==> src/design/tgss_pkg.sv <==
// Shared types and constants for the thread group slot scheduler.
package tgss_pkg;

  localparam int MAX_GROUPS  = 16;
  localparam int SPU_SLOTS   = 6;
  localparam int MAX_THREADS = 6;

  localparam int GID_W   = 4;
  localparam int THR_W   = 3;
  localparam int PRIO_W  = 8;
  localparam int CAUSE_W = 3;
  localparam int STAT_W  = 32;
  localparam int SLOT_W  = $clog2(SPU_SLOTS + 1);

  typedef enum logic [2:0] {
    OP_ADD, OP_DESTROY, OP_START, OP_SUSPEND, OP_RESUME, OP_THREAD_STOPPED, OP_JOIN, OP_BAD
  } op_e;

  typedef enum logic [2:0] {
    GS_ABSENT, GS_INIT, GS_READY, GS_RUNNING, GS_SUSPENDED
  } gstate_e;

  typedef enum logic [1:0] {RC_OK, RC_STATE, RC_PENDING, RC_MISUSE} rc_e;

  typedef enum logic [1:0] {JK_NONE, JK_GROUP_EXIT, JK_ALL_EXIT, JK_TERMINATED} kind_e;

  localparam logic [CAUSE_W-1:0] CAUSE_NONE            = 3'd0;
  localparam logic [CAUSE_W-1:0] CAUSE_EXIT            = 3'd1;
  localparam logic [CAUSE_W-1:0] CAUSE_GROUP_EXIT      = 3'd2;
  localparam logic [CAUSE_W-1:0] CAUSE_GROUP_TERMINATE = 3'd3;
  localparam logic [CAUSE_W-1:0] CAUSE_OTHER           = 3'd4;

  typedef enum logic [2:0] {
    S_IDLE, S_CHECK, S_SCAN, S_DRAIN, S_APPLY, S_DSP_CLR, S_DSP_WALK, S_DONE
  } seq_e;

  // control bundle towards the per-thread record store
  typedef struct packed {
    logic                wr_en;
    logic                clr_en;
    logic [GID_W-1:0]    grp;
    logic [THR_W-1:0]    wr_thr;
    logic [THR_W-1:0]    rd_thr;
    logic [CAUSE_W-1:0]  cause;
    logic [STAT_W-1:0]   status;
  } mem_req_t;

endpackage

==> src/design/tgss_thread_mem.sv <==
// Per-thread exit cause and status store, with a valid bit per entry.
module tgss_thread_mem
  import tgss_pkg::*;
(
  input  logic               clk_i,
  input  logic               rst_ni,
  input  mem_req_t           req_i,
  output logic [CAUSE_W-1:0] rd_cause_o,
  output logic [STAT_W-1:0]  rd_status_o
);

  localparam int DEPTH  = MAX_GROUPS * MAX_THREADS;
  localparam int ADDR_W = $clog2(DEPTH);

  logic [CAUSE_W+STAT_W-1:0] mem [DEPTH];
  logic [MAX_THREADS-1:0]    vld_q [MAX_GROUPS];
  logic [CAUSE_W+STAT_W-1:0] rd_q;
  logic                      rd_vld_q;
  logic [ADDR_W-1:0]         waddr, raddr;

  assign waddr = ADDR_W'(req_i.grp) * ADDR_W'(MAX_THREADS) + ADDR_W'(req_i.wr_thr);
  assign raddr = ADDR_W'(req_i.grp) * ADDR_W'(MAX_THREADS) + ADDR_W'(req_i.rd_thr);

  always_ff @(posedge clk_i) begin
    if (req_i.wr_en) begin
      mem[waddr] <= {req_i.cause, req_i.status};
    end
    rd_q <= mem[raddr];
  end

  always_ff @(posedge clk_i or negedge rst_ni) begin
    if (!rst_ni) begin
      for (int g = 0; g < MAX_GROUPS; g++) vld_q[g] <= '0;
      rd_vld_q <= 1'b0;
    end else begin
      if (req_i.clr_en) begin
        vld_q[req_i.grp] <= '0;
      end else if (req_i.wr_en) begin
        vld_q[req_i.grp][req_i.wr_thr] <= 1'b1;
      end
      rd_vld_q <= vld_q[req_i.grp][req_i.rd_thr];
    end
  end

  // an entry never written since its group was cleared reads as zero
  assign rd_cause_o  = rd_vld_q ? rd_q[CAUSE_W+STAT_W-1:STAT_W] : CAUSE_NONE;
  assign rd_status_o = rd_vld_q ? rd_q[STAT_W-1:0] : '0;

endmodule

==> config.mk <==
export PLATFORM = sky130hd
export DESIGN_NAME = tgss_thread_mem
export DESIGN_NICKNAME = d
export VERILOG_FILES = /design/src/design/tgss_pkg.sv /design/src/design/tgss_thread_mem.sv
export SDC_FILE = /design/constraint.sdc
export NUM_CORES = 2
export LEC_CHECK = 0
export BUFFER_PORTS_ARGS = -buffer_cell sky130_fd_sc_hd__buf_2
export CORE_MARGIN = 10
export CORE_UTILIZATION = 30
export CTS_CLUSTER_SIZE = 28
export DETAILED_ROUTE_END_ITERATION = 12
export PLACE_DENSITY = 0.55
export SLEW_MARGIN = 20
export SYNTH_ARGS = -nofsm -noshare
export SYNTH_HDL_FRONTEND = slang
export SYNTH_SLANG_ARGS = --single-unit
==> constraint.sdc <==
create_clock -name clk_i -period 2.21 [get_ports clk_i]
set_input_delay 0.442 -clock clk_i [delete_from_list [all_inputs] [get_ports clk_i]]
set_output_delay 0.442 -clock clk_i [all_outputs]
set_load 0.01 [all_outputs]
==> key figures <==
Timing
  – RSZ-0062 raised after global routing: true
  – Max_slew headroom: 20.8%
  – Skew final: 0.0536 ns
  – Fin worst setup slack: -0.792 ns
  – Pins over their slew limit: 0
  – Final hold violation count: 0
  – Worst Max-Slew Pin Slew: between 1 and 1.5 ns
  – Hold WS: 0.0511 ns
  – Setup violators final: 3430
  – Fin crit share: 136%
  – F_max: 333 MHz
  – Min Tclk post-route: around 3.0 ns

Layout
  – Post-layout instance area: 170000 µm²
  – Most frequent cells in the layout: edfxtp_1, mux4_2, buf_4, clkbuf_16, buf_12
  – Nets: 7167
  – Filler cell count: 39592
  – Synth-to-layout area growth: 26.6%
  – Final Core Density: a little under two fifths
  – Most common cell after layout, fill and taps aside: edfxtp_1
  – Layout cell share with drive strength beyond 1: 41.7%

Min path
  – HP Class: in2reg

Setup path
  – Worst Setup Start Kind: input port
  – Crit. End Element: flop
  – Arrival @ worst endpoint: 3.76 ns
  – CP Max Fanout: 12
  – Crit Path Class: in2reg
  – Critical Path RT: 2.97 ns

GRT
  – Global route total overflow: 0
  – Global-route wire length before repair: 562 mm
  – GRT Overall Usage: 16.6%
  – Vias in the first global route: approximately 70000
  – Largest net degree at the start of global routing: 97
  – Antenna violations before repair: 28

Routing
  – Routed len/inst: 30.9 µm
  – DRT antenna net count: 0
  – DRC viols: 0
  – Vias per Instance: 5.20
  – Pre-Repair DR Iteration Count: 6
  – 1st-iter DRT viols: 8942
  – Routed vias: between 60000 and 70000
  – Drt total wl: 411 mm

Pwr
  – Leakage: 55.0 nW
  – Clock power frac: around 37%
  – Sequential Power Share: 47.0%
  – Sw power: 40.2 mW
  – Pwr Density: 937 nW/µm²
  – Cell Int Power: 119 mW
  – Sw Share: 25.2%
  – Max VDD drop: 0.000714 V
  – Gate power share: 15.7%

Yosys
  – Post-synth top flop: edfxtp_1
  – Syn_area_per_cell: roughly 23 µm²
  – Ys async rst share: 2.78%
  – Number of synthesized register bits: 3492
  – Sequential share of the synthesized area: 77.3%
  – Mapped Area: 135000 µm²
  – Mapped Nets: a little under 6000
  – Yosys warning total: 0
  – Synth Instances: 5875
  – Yosys cell types: 64
  – Post-synth EDFFs: 3360

CTS
  – Clk_lat worst skew: 0.93 ns
  – Clock sinks: 3492
  – CTS tree: yes
  – Largest buffer count on any clock path: 4
  – H-tree depth: 5
  – Clk slew on worst S/H paths: around 0.06 ns
  – CTS buffer count: 350
  – CTS root buf: clkbuf_16

Floorplan
  – Die ar.: about 480000 µm²
  – Die Ht: ~700 µm
  – Die Wd: roughly 690 µm
  – Row cnt: 245
  – Core area: around 450000 µm²
  – # IOs: 84
  – Initial Utilization: 30.2%

Outcome
  – Failing checks: negative setup slack
  – Outcome: finished with violations

Place
  – Post-DP Area: ~150000 µm²
  – Hpwl dp: roughly 250 mm
  – RD Place Congestion: approximately 0.85
  – PortBufs: slightly above 80

Job
  – Max_cap viols: 0
-- cell usage after synthesis, drive strengths merged (4+ instances only) --
| cell type | number | area [µm²] |
|---|---|---|
| a211oi | 19 | 143 |
| a21oi | 151 | 759 |
| a221oi | 36 | 340 |
| a22oi | 94 | 706 |
| a311oi | 9 | 78.8 |
| a31oi | 13 | 81.3 |
| and2 | 57 | 357 |
| and3 | 27 | 169 |
| buf | 225 | 1420 |
| clkbuf | 119 | 450 |
| dfrtp | 97 | 2430 |
| dfxtp | 35 | 701 |
| edfxtp | 3360 | 101000 |
| ha | 14 | 175 |
| inv | 8 | 30.0 |
| mux2i | 227 | 2270 |
| mux4 | 951 | 21400 |
| nand2 | 94 | 360 |
| nand3 | 26 | 130 |
| nor2 | 213 | 802 |
| nor2b | 15 | 93.8 |
| nor3 | 10 | 76.3 |
| o211a | 4 | 40.0 |
| o211ai | 6 | 45.0 |
| o21ai | 12 | 67.6 |
| o22ai | 5 | 31.3 |
| or3 | 4 | 25.0 |
| xnor2 | 8 | 77.6 |
-- what timing repair did --
| item | in CTS | in global routing |
|---|---|---|
| hold endpoints to repair | 295 | 0 |
| hold buffers | 23 | 0 |
| resized for setup | 418 | 201 |
| gates cloned | 24 | 45 |
| pin swaps | 68 | 105 |
| setup buffers | 57 | 97 |
| setup endpoints to repair | 3430 | 3430 |
-- per-layer routing --
layer / share of wire (%) / wire length [µm] / track usage [%]
met1: 42 / 171000 / 23.8
met2: 46 / 190000 / 25.9
met3: 9.6 / 39300 / 3.49
met4: 2.6 / 10600 / 4.19
met5: 0.0085 / 35 / 0
-- registers in the layout, indices dropped and copies added (netlist names) --
| signal | flops |
|---|---|
| mem | 3360 |
| vld_q | 96 |
| rd_q | 35 |
| rd_vld_q | 1 |
-- metrics by stage --
stage,cells,setup slack (ns),setup TNS [ns],total power [mW]
3_3_place_gp,12464,-2.69,-4273.91,97.2
4_1_cts,13198,-0.797,-917.88,159
2_1_floorplan,5875,-1.26,-4151.21,85.0
6_report,13332,-0.792,-1222.05,160
3_5_place_dp,12465,-2.65,-4305.39,97.4
5_1_grt,13315,-0.780,-1237.55,164
-- power groups by stage --
| stage | clock [mW] | sequential, mW | combinational, mW |
|---|---|---|---|
| 2_1_floorplan | 0 | 75.5 | 9.52 |
| 3_3_place_gp | 0 | 76.3 | 20.9 |
| 3_5_place_dp | 0 | 76.3 | 21.1 |
| 4_1_cts | 60.5 | 74.9 | 24.0 |
| 5_1_grt | 63.2 | 75.0 | 25.8 |
| 6_report | 59.5 | 75.0 | 25.0 |
-- worst max-delay path, cell delays in order --
cell      delay, ns
buf_12         0.12
buf_4          0.14
ha_4           0.16
fa_2           0.59
buf_12         0.13
a21oi_1        0.08
buf_4          0.15
nor3_4         0.68
buf_8          0.28
buf_4          0.18
a22oi_1        0.14
a21oi_2        0.37
buf_4          0.18
a221oi_1       0.04
-- logic make-up (layout without fill, tap and decap cells) --
group,Yosys count,in the layout,synth area share [%]
multiplexers,1181,1181,17.6
adder cells (fa/ha/maj),17,17,0.175
other,0,19,0
AND/OR/NAND/NOR,457,457,1.56
buffers and inverters,354,1864,1.41
flip-flops,3492,3492,77.3
XOR/XNOR,11,11,0.0828
AO/OA/AOI/OAI,363,363,1.80
-- final cells by class --
| type | count | area, µm² | share of cell area, % |
|---|---|---|---|
| Clock buffer | 442 | 9430 | 5.54 |
| Timing Repair Buffer | 1218 | 15900 | 9.36 |
| Multi-Input combinational cell | 2029 | 31500 | 18.5 |
| Inverter | 10 | 53.8 | 0.0316 |
| Antenna cell | 19 | 47.5 | 0.0279 |
| Tap cell | 5928 | 7420 | 4.35 |
| Sequential cell | 3492 | 104000 | 61.1 |
| Clock inverter | 194 | 1920 | 1.13 |
-- final timing paths --
| path | from | to | slack (ns) | cells after the start |
|---|---|---|---|---|
| max | req_i[41] | rd_q[6] | -0.79 | 14 |
| min | req_i[9] | mem[62][9] | 0.05 | 2 |
| max reg2reg | mem[66][6] | rd_q[6] | -0.01 | 5 |
| min reg2reg | vld_q[81] | vld_q[81] | 0.50 | 2 |
| max in group asynchronous | rst_ni | vld_q[86] | 1.37 | 3 |
| min in group asynchronous | rst_ni | vld_q[22] | 0.13 | 2 |
No activity file was read; power rests on OpenSTA's default activity.
