--- src/design/tgss_pkg.sv ---
// Shared types and constants for the thread group slot scheduler.
package tgss_pkg;

  localparam int MAX_GROUPS  = 16;
  localparam int SPU_SLOTS   = 6;
  localparam int MAX_THREADS = 6;

  localparam int GID_W   = 4;
  localparam int THR_W   = 3;
  localparam int PRIO_W  = 8;
  localparam int CAUSE_W = 3;
  localparam int STAT_W  = 32;
  localparam int SLOT_W  = $clog2(SPU_SLOTS + 1);

  typedef enum logic [2:0] {
    OP_ADD, OP_DESTROY, OP_START, OP_SUSPEND, OP_RESUME, OP_THREAD_STOPPED, OP_JOIN, OP_BAD
  } op_e;

  typedef enum logic [2:0] {
    GS_ABSENT, GS_INIT, GS_READY, GS_RUNNING, GS_SUSPENDED
  } gstate_e;

  typedef enum logic [1:0] {RC_OK, RC_STATE, RC_PENDING, RC_MISUSE} rc_e;

  typedef enum logic [1:0] {JK_NONE, JK_GROUP_EXIT, JK_ALL_EXIT, JK_TERMINATED} kind_e;

  localparam logic [CAUSE_W-1:0] CAUSE_NONE            = 3'd0;
  localparam logic [CAUSE_W-1:0] CAUSE_EXIT            = 3'd1;
  localparam logic [CAUSE_W-1:0] CAUSE_GROUP_EXIT      = 3'd2;
  localparam logic [CAUSE_W-1:0] CAUSE_GROUP_TERMINATE = 3'd3;
  localparam logic [CAUSE_W-1:0] CAUSE_OTHER           = 3'd4;

  typedef enum logic [2:0] {
    S_IDLE, S_CHECK, S_SCAN, S_DRAIN, S_APPLY, S_DSP_CLR, S_DSP_WALK, S_DONE
  } seq_e;

  // control bundle towards the per-thread record store
  typedef struct packed {
    logic                wr_en;
    logic                clr_en;
    logic [GID_W-1:0]    grp;
    logic [THR_W-1:0]    wr_thr;
    logic [THR_W-1:0]    rd_thr;
    logic [CAUSE_W-1:0]  cause;
    logic [STAT_W-1:0]   status;
  } mem_req_t;

endpackage

--- src/design/tgss_min_find.sv ---
// Compare tree picking the ready group with lowest priority, ties to lower index.
module tgss_min_find
  import tgss_pkg::*;
(
  input  logic [MAX_GROUPS-1:0] cand_i,
  input  logic [PRIO_W-1:0]     prio_i [MAX_GROUPS],
  output logic                  found_o,
  output logic [GID_W-1:0]      idx_o
);

  // heap-ordered tree, leaves at MAX_GROUPS..2*MAX_GROUPS-1 (group count is a power of two)
  logic              nv [2*MAX_GROUPS];
  logic [PRIO_W-1:0] np [2*MAX_GROUPS];
  logic [GID_W-1:0]  ni [2*MAX_GROUPS];

  always_comb begin
    nv[0] = 1'b0;
    np[0] = '0;
    ni[0] = '0;
    for (int g = 0; g < MAX_GROUPS; g++) begin
      nv[MAX_GROUPS+g] = cand_i[g];
      np[MAX_GROUPS+g] = prio_i[g];
      ni[MAX_GROUPS+g] = GID_W'(g);
    end
    for (int n = MAX_GROUPS - 1; n >= 1; n--) begin
      if (nv[2*n] && (!nv[2*n+1] || np[2*n] <= np[2*n+1])) begin
        nv[n] = 1'b1;
        np[n] = np[2*n];
        ni[n] = ni[2*n];
      end else begin
        nv[n] = nv[2*n+1];
        np[n] = np[2*n+1];
        ni[n] = ni[2*n+1];
      end
    end
  end

  assign found_o = nv[1];
  assign idx_o   = ni[1];

endmodule

--- config.mk ---
export PLATFORM = sky130hd
export DESIGN_NAME = tgss_min_find
export DESIGN_NICKNAME = d
export VERILOG_FILES = /design/src/design/tgss_pkg.sv /design/src/design/tgss_min_find.sv
export SDC_FILE = /design/constraint.sdc
export NUM_CORES = 1
export LEC_CHECK = 0
export BUFFER_PORTS_ARGS = -buffer_cell sky130_fd_sc_hd__buf_4
export CAP_MARGIN = 5
export CORE_UTILIZATION = 50
export DETAILED_ROUTE_END_ITERATION = 7
export PLACE_DENSITY = 0.79
export REMOVE_ABC_BUFFERS = 1
export SLEW_MARGIN = 20
export SYNTH_ARGS = -nofsm -noshare
export SYNTH_HDL_FRONTEND = slang
export SYNTH_SLANG_ARGS = --single-unit
--- constraint.sdc ---
create_clock -name vclk -period 11
set_input_delay 2.2 -clock vclk [all_inputs]
set_output_delay 2.2 -clock vclk [all_outputs]
set_load 0.01 [all_outputs]
==> results of run 1 <==
final timing paths:
path	from	to	slack (ns)	cells past startpoint
min	cand_i[8]	found_o	4.76	4
max	prio_i[116]	idx_o[1]	0.28	32
routing by layer:
metal	part of all wire	track usage	wire length, µm
met4	0.017	0.0207	219
met2	0.51	0.470	6520
met1	0.43	0.310	5530
met5	0	0	0
met3	0.048	0.0122	620
report_power, final:
part / internal, mW / switching (mW) / total (mW)
registers: 0 / 0 / 0
clock network: 0 / 0 / 0
logic: 0.271 / 0.274 / 0.546
total: 0.271 / 0.274 / 0.546
layout make-up:
type | instances | area, µm²
Tap cell | 108 | 135
Fill cell | 703 | 2530
Inverter | 115 | 432
Timing Repair Buffer | 179 | 1400
Multi-Input combinational cell | 460 | 4270
metrics by stage:
step           hold WS [ns]  total power [mW]  utilization  std cells  TNS (ns)
2_1_floorplan          4.52             0.318            -        574   -0.0149
3_3_place_gp           4.75             0.452        0.662        835         0
3_5_place_dp           4.76             0.476        0.662        835         0
4_1_cts                4.76             0.478        0.662        835         0
5_1_grt                4.78             0.598        0.711        862   -0.0958
6_report               4.76             0.546        0.711        862         0
worst max-delay path, delay by kind of cell:
family                   cells  cell delay, ns
AO/OA/AOI/OAI                8            1.65
AND/OR/NAND/NOR              7            1.35
buffers and inverters        9            1.07
adder cells (fa/ha/maj)      4            1.17
multiplexers                 4            1.07
kinds of logic after synthesis:
| kind of cell | Yosys count |
|---|---|
| adder cells (fa/ha/maj) | 120 |
| AO/OA/AOI/OAI | 122 |
| multiplexers | 119 |
| buffers and inverters | 120 |
| AND/OR/NAND/NOR | 98 |
placed cells by master, fill, tap and decap left out, types with 11 or more instances in the layout:
cell type,count
sky130_fd_sc_hd__a21oi_1,46
sky130_fd_sc_hd__buf_4,171
sky130_fd_sc_hd__ha_1,120
sky130_fd_sc_hd__inv_1,115
sky130_fd_sc_hd__mux2_2,16
sky130_fd_sc_hd__mux2i_1,80
sky130_fd_sc_hd__mux2i_2,18
sky130_fd_sc_hd__nand2_1,20
sky130_fd_sc_hd__nand4_1,26
sky130_fd_sc_hd__nor2_1,12
sky130_fd_sc_hd__nor2b_1,13
sky130_fd_sc_hd__o211ai_1,12
sky130_fd_sc_hd__o21a_1,11
sky130_fd_sc_hd__o21ai_0,20
repair_timing:
item	CTS	global route
setup endpoints to repair	0	4
buffers inserted	0	25
hold buffers	0	0
resized for setup	0	49
==> out/metrics.cfg, run 1 <==
[drt]
antenna_violating_nets_post_route = 0
wl_per_cell_um = 15.0
wl_um = 12900
detailed_routing_iteration_count_for_the_pre_antenna_repair_pass = 4
num_vias = 4856
drt_iter0_drc = 127
viasPerCell = 5.63
post-route-drc-count = 0

[timing]
final_period_util = 0.975
slew-limit-headroom = 0.654
max_slew.worst_pin.slew_ns = 0.516
least_setup_slack_across_all_paths_after_layout_ns = 0.278
clock.fmax_ghz = 0.0933
final-max-slew-violation-count = 0
layout_min_cycle_time_ns = 10.72
report.final.setup_viol = 0
timing_hold_violations_final = 0

[setup_path]
kind_of_start_point_of_the_critical_path = input port
crit_path_top_delay_cell = sky130_fd_sc_hd__or3b_2
path_class = input port to primary output
critPathMaxFanout = 8
timing.critical_path.slowest_cell_delay_ns = 0.45
cp_data_required_time_ns = 8.80
cp_data_arrival_time_ns = 8.52
crit_path_end_kind = primary output

[synth]
synthSimpleGateAreaFrac = 0.130
synth_compound_gate_area_share = 0.169
yosys.cell_count.top_type = sky130_fd_sc_hd__ha_1
netlist_area_before_placement_um2 = 4530
synth.top_cells.by_area = sky130_fd_sc_hd__ha_1 33%, sky130_fd_sc_hd__mux2i_1 23%, sky130_fd_sc_hd__inv_1 9.5%, sky130_fd_sc_hd__a21oi_1 5.1%, sky130_fd_sc_hd__mux2_2 4.0%
netlist_top_cells_count = 120 x sky130_fd_sc_hd__ha_1, 115 x sky130_fd_sc_hd__inv_1, 102 x sky130_fd_sc_hd__mux2i_1, 46 x sky130_fd_sc_hd__a21oi_1
synth_seq_area_share = 0
yosys-mux-area-fraction = 0.268
yosys_warnings = 0
synth_xor_area_frac = 0
synth.avg_cell_area_um2 = 7.82
synth_top_family_by_area = adder cells
syn-instance-count = 579
synth.distinct_cells = 42
synth_fa_ha_area_frac = 0.331
synth_largest_type_area_fraction = 0.331
yosysTopAreaCell = sky130_fd_sc_hd__ha_1

[global_route]
global_route.usage.total = 0.245
wire_length_of_the_first_global_routing_pass_um = 19900
antenna_found_initial = 0
largest_net_degree_at_the_start_of_global_routing = 12
grt.overflow.total = 0
number_of_global_route_vias_before_repair = 4702

[min_path]
min_path_type = input port to primary output

[floorplanning]
fp.dieH_um = 97.2
core_um2 = 8760
floorplan.die_area_um2 = 9440
num_io_pins = 149
row_count = 34
initial_utilization = 0.517
die_w_um = 97.2

[finish]
ff_latch_area_um2 = 0
finalInstanceArea_um2 = 6230
antenna_cells = 0
post_route_cells_drive_above_1_share = 0.324
nets = 1020
clockBufferCount = 0
area.growth.synth_to_final_pct = 37.6
numSequentialCells = 0

[placement]
finalWeightedCongestion = 0.882
pre_cts_slack_ns = 0.160
detailed_place_hpwl_um = 11000
portBuffers = 149
placed_area_um2 = 5800

[outcome]
result_of_the_run = finished clean

[power_and_ir_drop]
peakVddDrop_v = 0.0000665
static-leakage-power_nw = 3.42
power_per_cell_area_nw_per_um2 = 87.5

[job]
maxCapViolations = 0

Power figures use the tool's default switching activity.
==> run 2: changes to the inputs <==
- PLACE_DENSITY: 0.79 -> 0.8
==> out/metrics.cfg, run 2 (synthesis gave the netlist of run 1 again) <==
[outcome]
result_of_the_run = finished clean

[setup_path]
critPathMaxFanout = 8
path_class = input port to primary output
critical-path-top-cell-by-count = sky130_fd_sc_hd__ha_1
crit_path_end_kind = primary output
kind_of_start_point_of_the_critical_path = input port
cp.buffers_inverters = 5
path_delay_family = compound AO/OA/AOI/OAI gates
timing.critical_path.slowest_cell_delay_ns = 0.45
cp_data_arrival_time_ns = 8.61
crit_path_top_delay_cell = sky130_fd_sc_hd__or3b_2
cp_data_required_time_ns = 8.80

[drt]
drt_iter0_drc = 168
post-route-drc-count = 0
antenna_violating_nets_post_route = 0
detailed_routing_iteration_count_for_the_pre_antenna_repair_pass = 5
viasPerCell = 5.69
wl_um = 12800
wl_per_cell_um = 14.8
num_vias = 4927

[finish]
final_cells = 866
nets = 1024
fillerInstances = 687
finalInstanceArea_um2 = 6170
ff_latch_area_um2 = 0
numSequentialCells = 0
antenna_cells = 0
mostFrequentLayoutCells = 178 x sky130_fd_sc_hd__buf_4, 120 x sky130_fd_sc_hd__ha_1, 115 x sky130_fd_sc_hd__inv_1
area.growth.synth_to_final_pct = 36.3
mostFrequentLayoutCell = sky130_fd_sc_hd__buf_4
post_route_cells_drive_above_1_share = 0.317
clockBufferCount = 0
fin_util = 0.705

[power_and_ir_drop]
pwr-share-clk = 0
power.net_switching_mw = 0.261
switching_share = 0.494
peakVddDrop_v = 0.0000565
pwr-share-seq = 0
power_frac_comb = 1.000
power_per_cell_area_nw_per_um2 = 85.4
static-leakage-power_nw = 3.44
total_power_mw = 0.528
internal_portion_of_total_power_mw = 0.267

[placement]
finalWeightedCongestion = 0.949
dp.cells = 835
portBuffers = 149
pre_cts_slack_ns = 0.116
placed_area_um2 = 5800
detailed_place_hpwl_um = 11000

[timing]
timing_hold_violations_final = 0
slew-limit-headroom = 0.696
report.final.setup_viol = 0
max_slew.worst_pin.slew_ns = 0.451
fin_worst_hold_slack_ns = 4.75
clock.fmax_ghz = 0.0925
final-max-slew-violation-count = 0
least_setup_slack_across_all_paths_after_layout_ns = 0.185
timing.setup.tns_ns = 0
final_period_util = 0.983
layout_min_cycle_time_ns = 10.81

[job]
maxCapViolations = 0

[min_path]
min_path_type = input port to primary output

[floorplanning]
die_w_um = 97.2
floorplan.die_area_um2 = 9440
fp.dieH_um = 97.2
initial_utilization = 0.517
row_count = 34
num_io_pins = 149
core_um2 = 8760

[global_route]
wire_length_of_the_first_global_routing_pass_um = 19900
global_route.usage.total = 0.243
antenna_found_initial = 0
number_of_global_route_vias_before_repair = 4708
grt.overflow.total = 0
largest_net_degree_at_the_start_of_global_routing = 12

[cts]
cts_hold_buf = 0

[run 2: final cells by class]
class / instances / area, µm² / area share
multi-input cells: 459 / 4170 / 0.675
repair buffers: 184 / 1440 / 0.233
inverters: 115 / 432 / 0.0699
well taps: 108 / 135 / 0.0219
[run 2: path summary, 6_finish.rpt]
path                  depth (start not counted)         from        to
worst max-delay path                         29  prio_i[103]  idx_o[1]
worst min-delay path                          4    cand_i[8]   found_o
[run 2: power by group through the flow]
stage | sequential, mW | combinational, mW | clock [mW]
floorplan | 0 | 0.318 | 0
global placement | 0 | 0.451 | 0
detailed placement | 0 | 0.473 | 0
CTS | 0 | 0.474 | 0
global route | 0 | 0.578 | 0
finish | 0 | 0.528 | 0
[run 2: what timing repair did]
item / in CTS / in global routing
gates resized for setup: 0 / 32
buffers inserted: 0 / 30
endpoints found under the hold margin: 0 / 0
endpoints found under the setup margin: 0 / 4
[run 2: per-layer routing]
layer  vias to the layer above  global-route usage  wire length, µm
li1                       2471                   -                -
met1                      2287               0.305             5590
met2                       153               0.464             6440
met3                        16             0.00935              602
met4                         0              0.0356              143
met5                         -                   0                0
==> run 3: changes to the inputs <==
- CORE_ASPECT_RATIO: not set -> 2
==> out/metrics.cfg, run 3 (synthesis gave the netlist of run 1 again) <==
[finish]
ff_latch_area_um2 = 0
fin_util = 0.710
finalInstanceArea_um2 = 6180
antenna_cells = 0
clockBufferCount = 0
post_route_cells_drive_above_1_share = 0.329
multi_input_comb_area_um2 = 4260
area.growth.synth_to_final_pct = 36.5
numSequentialCells = 0
mostFrequentLayoutCell = sky130_fd_sc_hd__buf_4
mostFrequentLayoutCells = 179 x sky130_fd_sc_hd__buf_4, 120 x sky130_fd_sc_hd__ha_1, 115 x sky130_fd_sc_hd__inv_1
nets = 1023
fillerInstances = 732

[timing]
layout_min_cycle_time_ns = 10.82
max_slew.worst_pin.slew_ns = 0.554
timing.setup.tns_ns = 0
slew-limit-headroom = 0.629
fin_worst_hold_slack_ns = 4.75
report.final.setup_viol = 0
clock.fmax_ghz = 0.0924
final-max-slew-violation-count = 0
final_period_util = 0.984
timing_hold_violations_final = 0

[power_and_ir_drop]
internal_portion_of_total_power_mw = 0.260
total_power_mw = 0.525
static-leakage-power_nw = 3.41
switching_share = 0.504
pwr-share-clk = 0
power_per_cell_area_nw_per_um2 = 85.0
power_frac_comb = 1.000
power.net_switching_mw = 0.265
pwr-share-seq = 0
peakVddDrop_v = 0.0000611

[floorplanning]
fp.dieH_um = 137
num_io_pins = 149
core_um2 = 8710
row_count = 48
floorplan.die_area_um2 = 9470
initial_utilization = 0.520
die_w_um = 69.3

[drt]
wl_um = 14200
wl_per_cell_um = 16.5
antenna_violating_nets_post_route = 0
post-route-drc-count = 0
drt_iter0_drc = 119
num_vias = 5003
viasPerCell = 5.84
detailed_routing_iteration_count_for_the_pre_antenna_repair_pass = 4

[placement]
placed_area_um2 = 5780
finalWeightedCongestion = 0.925
portBuffers = 149
detailed_place_hpwl_um = 12400

[global_route]
largest_net_degree_at_the_start_of_global_routing = 12
wire_length_of_the_first_global_routing_pass_um = 21500
global_route.usage.total = 0.275
number_of_global_route_vias_before_repair = 5117
grt.overflow.total = 0
antenna_found_initial = 0

[setup_path]
crit_start = prio_i[55]
kind_of_start_point_of_the_critical_path = input port
crit_path_end_kind = primary output
critPathMaxFanout = 11
crit_path_top_delay_cell = sky130_fd_sc_hd__a221o_2
cp_data_required_time_ns = 8.80
path_class = input port to primary output
cp_data_arrival_time_ns = 8.62
timing.critical_path.slowest_cell_delay_ns = 0.46
critical-path-top-cell-by-count = sky130_fd_sc_hd__ha_1
endpoint = idx_o[1]

[job]
maxCapViolations = 0

[outcome]
result_of_the_run = finished clean

[min_path]
min_path_type = input port to primary output

[cts]
cts_hold_buf = 0

==> run 3: critical path, delay by kind of cell <==
kind	cells	cell delay [ns]
AO/OA/AOI/OAI	10	2.14
AND/OR/NAND/NOR	7	1.36
multiplexers	4	1.19
adder cells (fa/ha/maj)	4	1.16
buffers and inverters	5	0.54
==> run 3: worst min path at each step <==
stage                     startpoint      end  slack [ns]  cells after the start
after floorplan            cand_i[8]  found_o        4.52                      2
after global placement     cand_i[8]  found_o        4.77                      4
after detailed placement   cand_i[8]  found_o        4.75                      4
after CTS                  cand_i[8]  found_o        4.75                      4
after global routing       cand_i[8]  found_o        4.77                      4
final                      cand_i[8]  found_o        4.75                      4
==> run 3: repair_timing <==
action,in CTS,in global routing
buffers inserted,0,27
setup endpoints to repair,0,4
gates resized for setup,0,53
==> run 3: through the flow <==
step                setup slack [ns]  cells
finish                         0.178    857
CTS                           0.0239    828
detailed placement            0.0375    828
global placement               0.176    828
global route                  -0.143    857
floorplan                    -0.0149    574
==> run 3: per-layer routing <==
| layer | share of wire | vias to the layer above | track usage |
|---|---|---|---|
| met5 | 0 | - | 0 |
| met4 | 0.056 | 0 | 0.151 |
| met3 | 0.022 | 52 | 0.0125 |
| met2 | 0.59 | 154 | 0.589 |
| met1 | 0.33 | 2321 | 0.244 |
| li1 | - | 2476 | - |
==> run 3: power groups by stage <==
stage	logic (mW)	clock network, mW	registers, mW
final	0.525	0	0
after global routing	0.577	0	0
after CTS	0.482	0	0
after detailed placement	0.480	0	0
after global placement	0.458	0	0
after floorplan	0.318	0	0
==> run 3: area by class of cell <==
cell class / instances / area share
inverter: 115 / 0.0698
multi-input combinational: 461 / 0.689
tap: 100 / 0.0202
timing repair buffer: 181 / 0.221
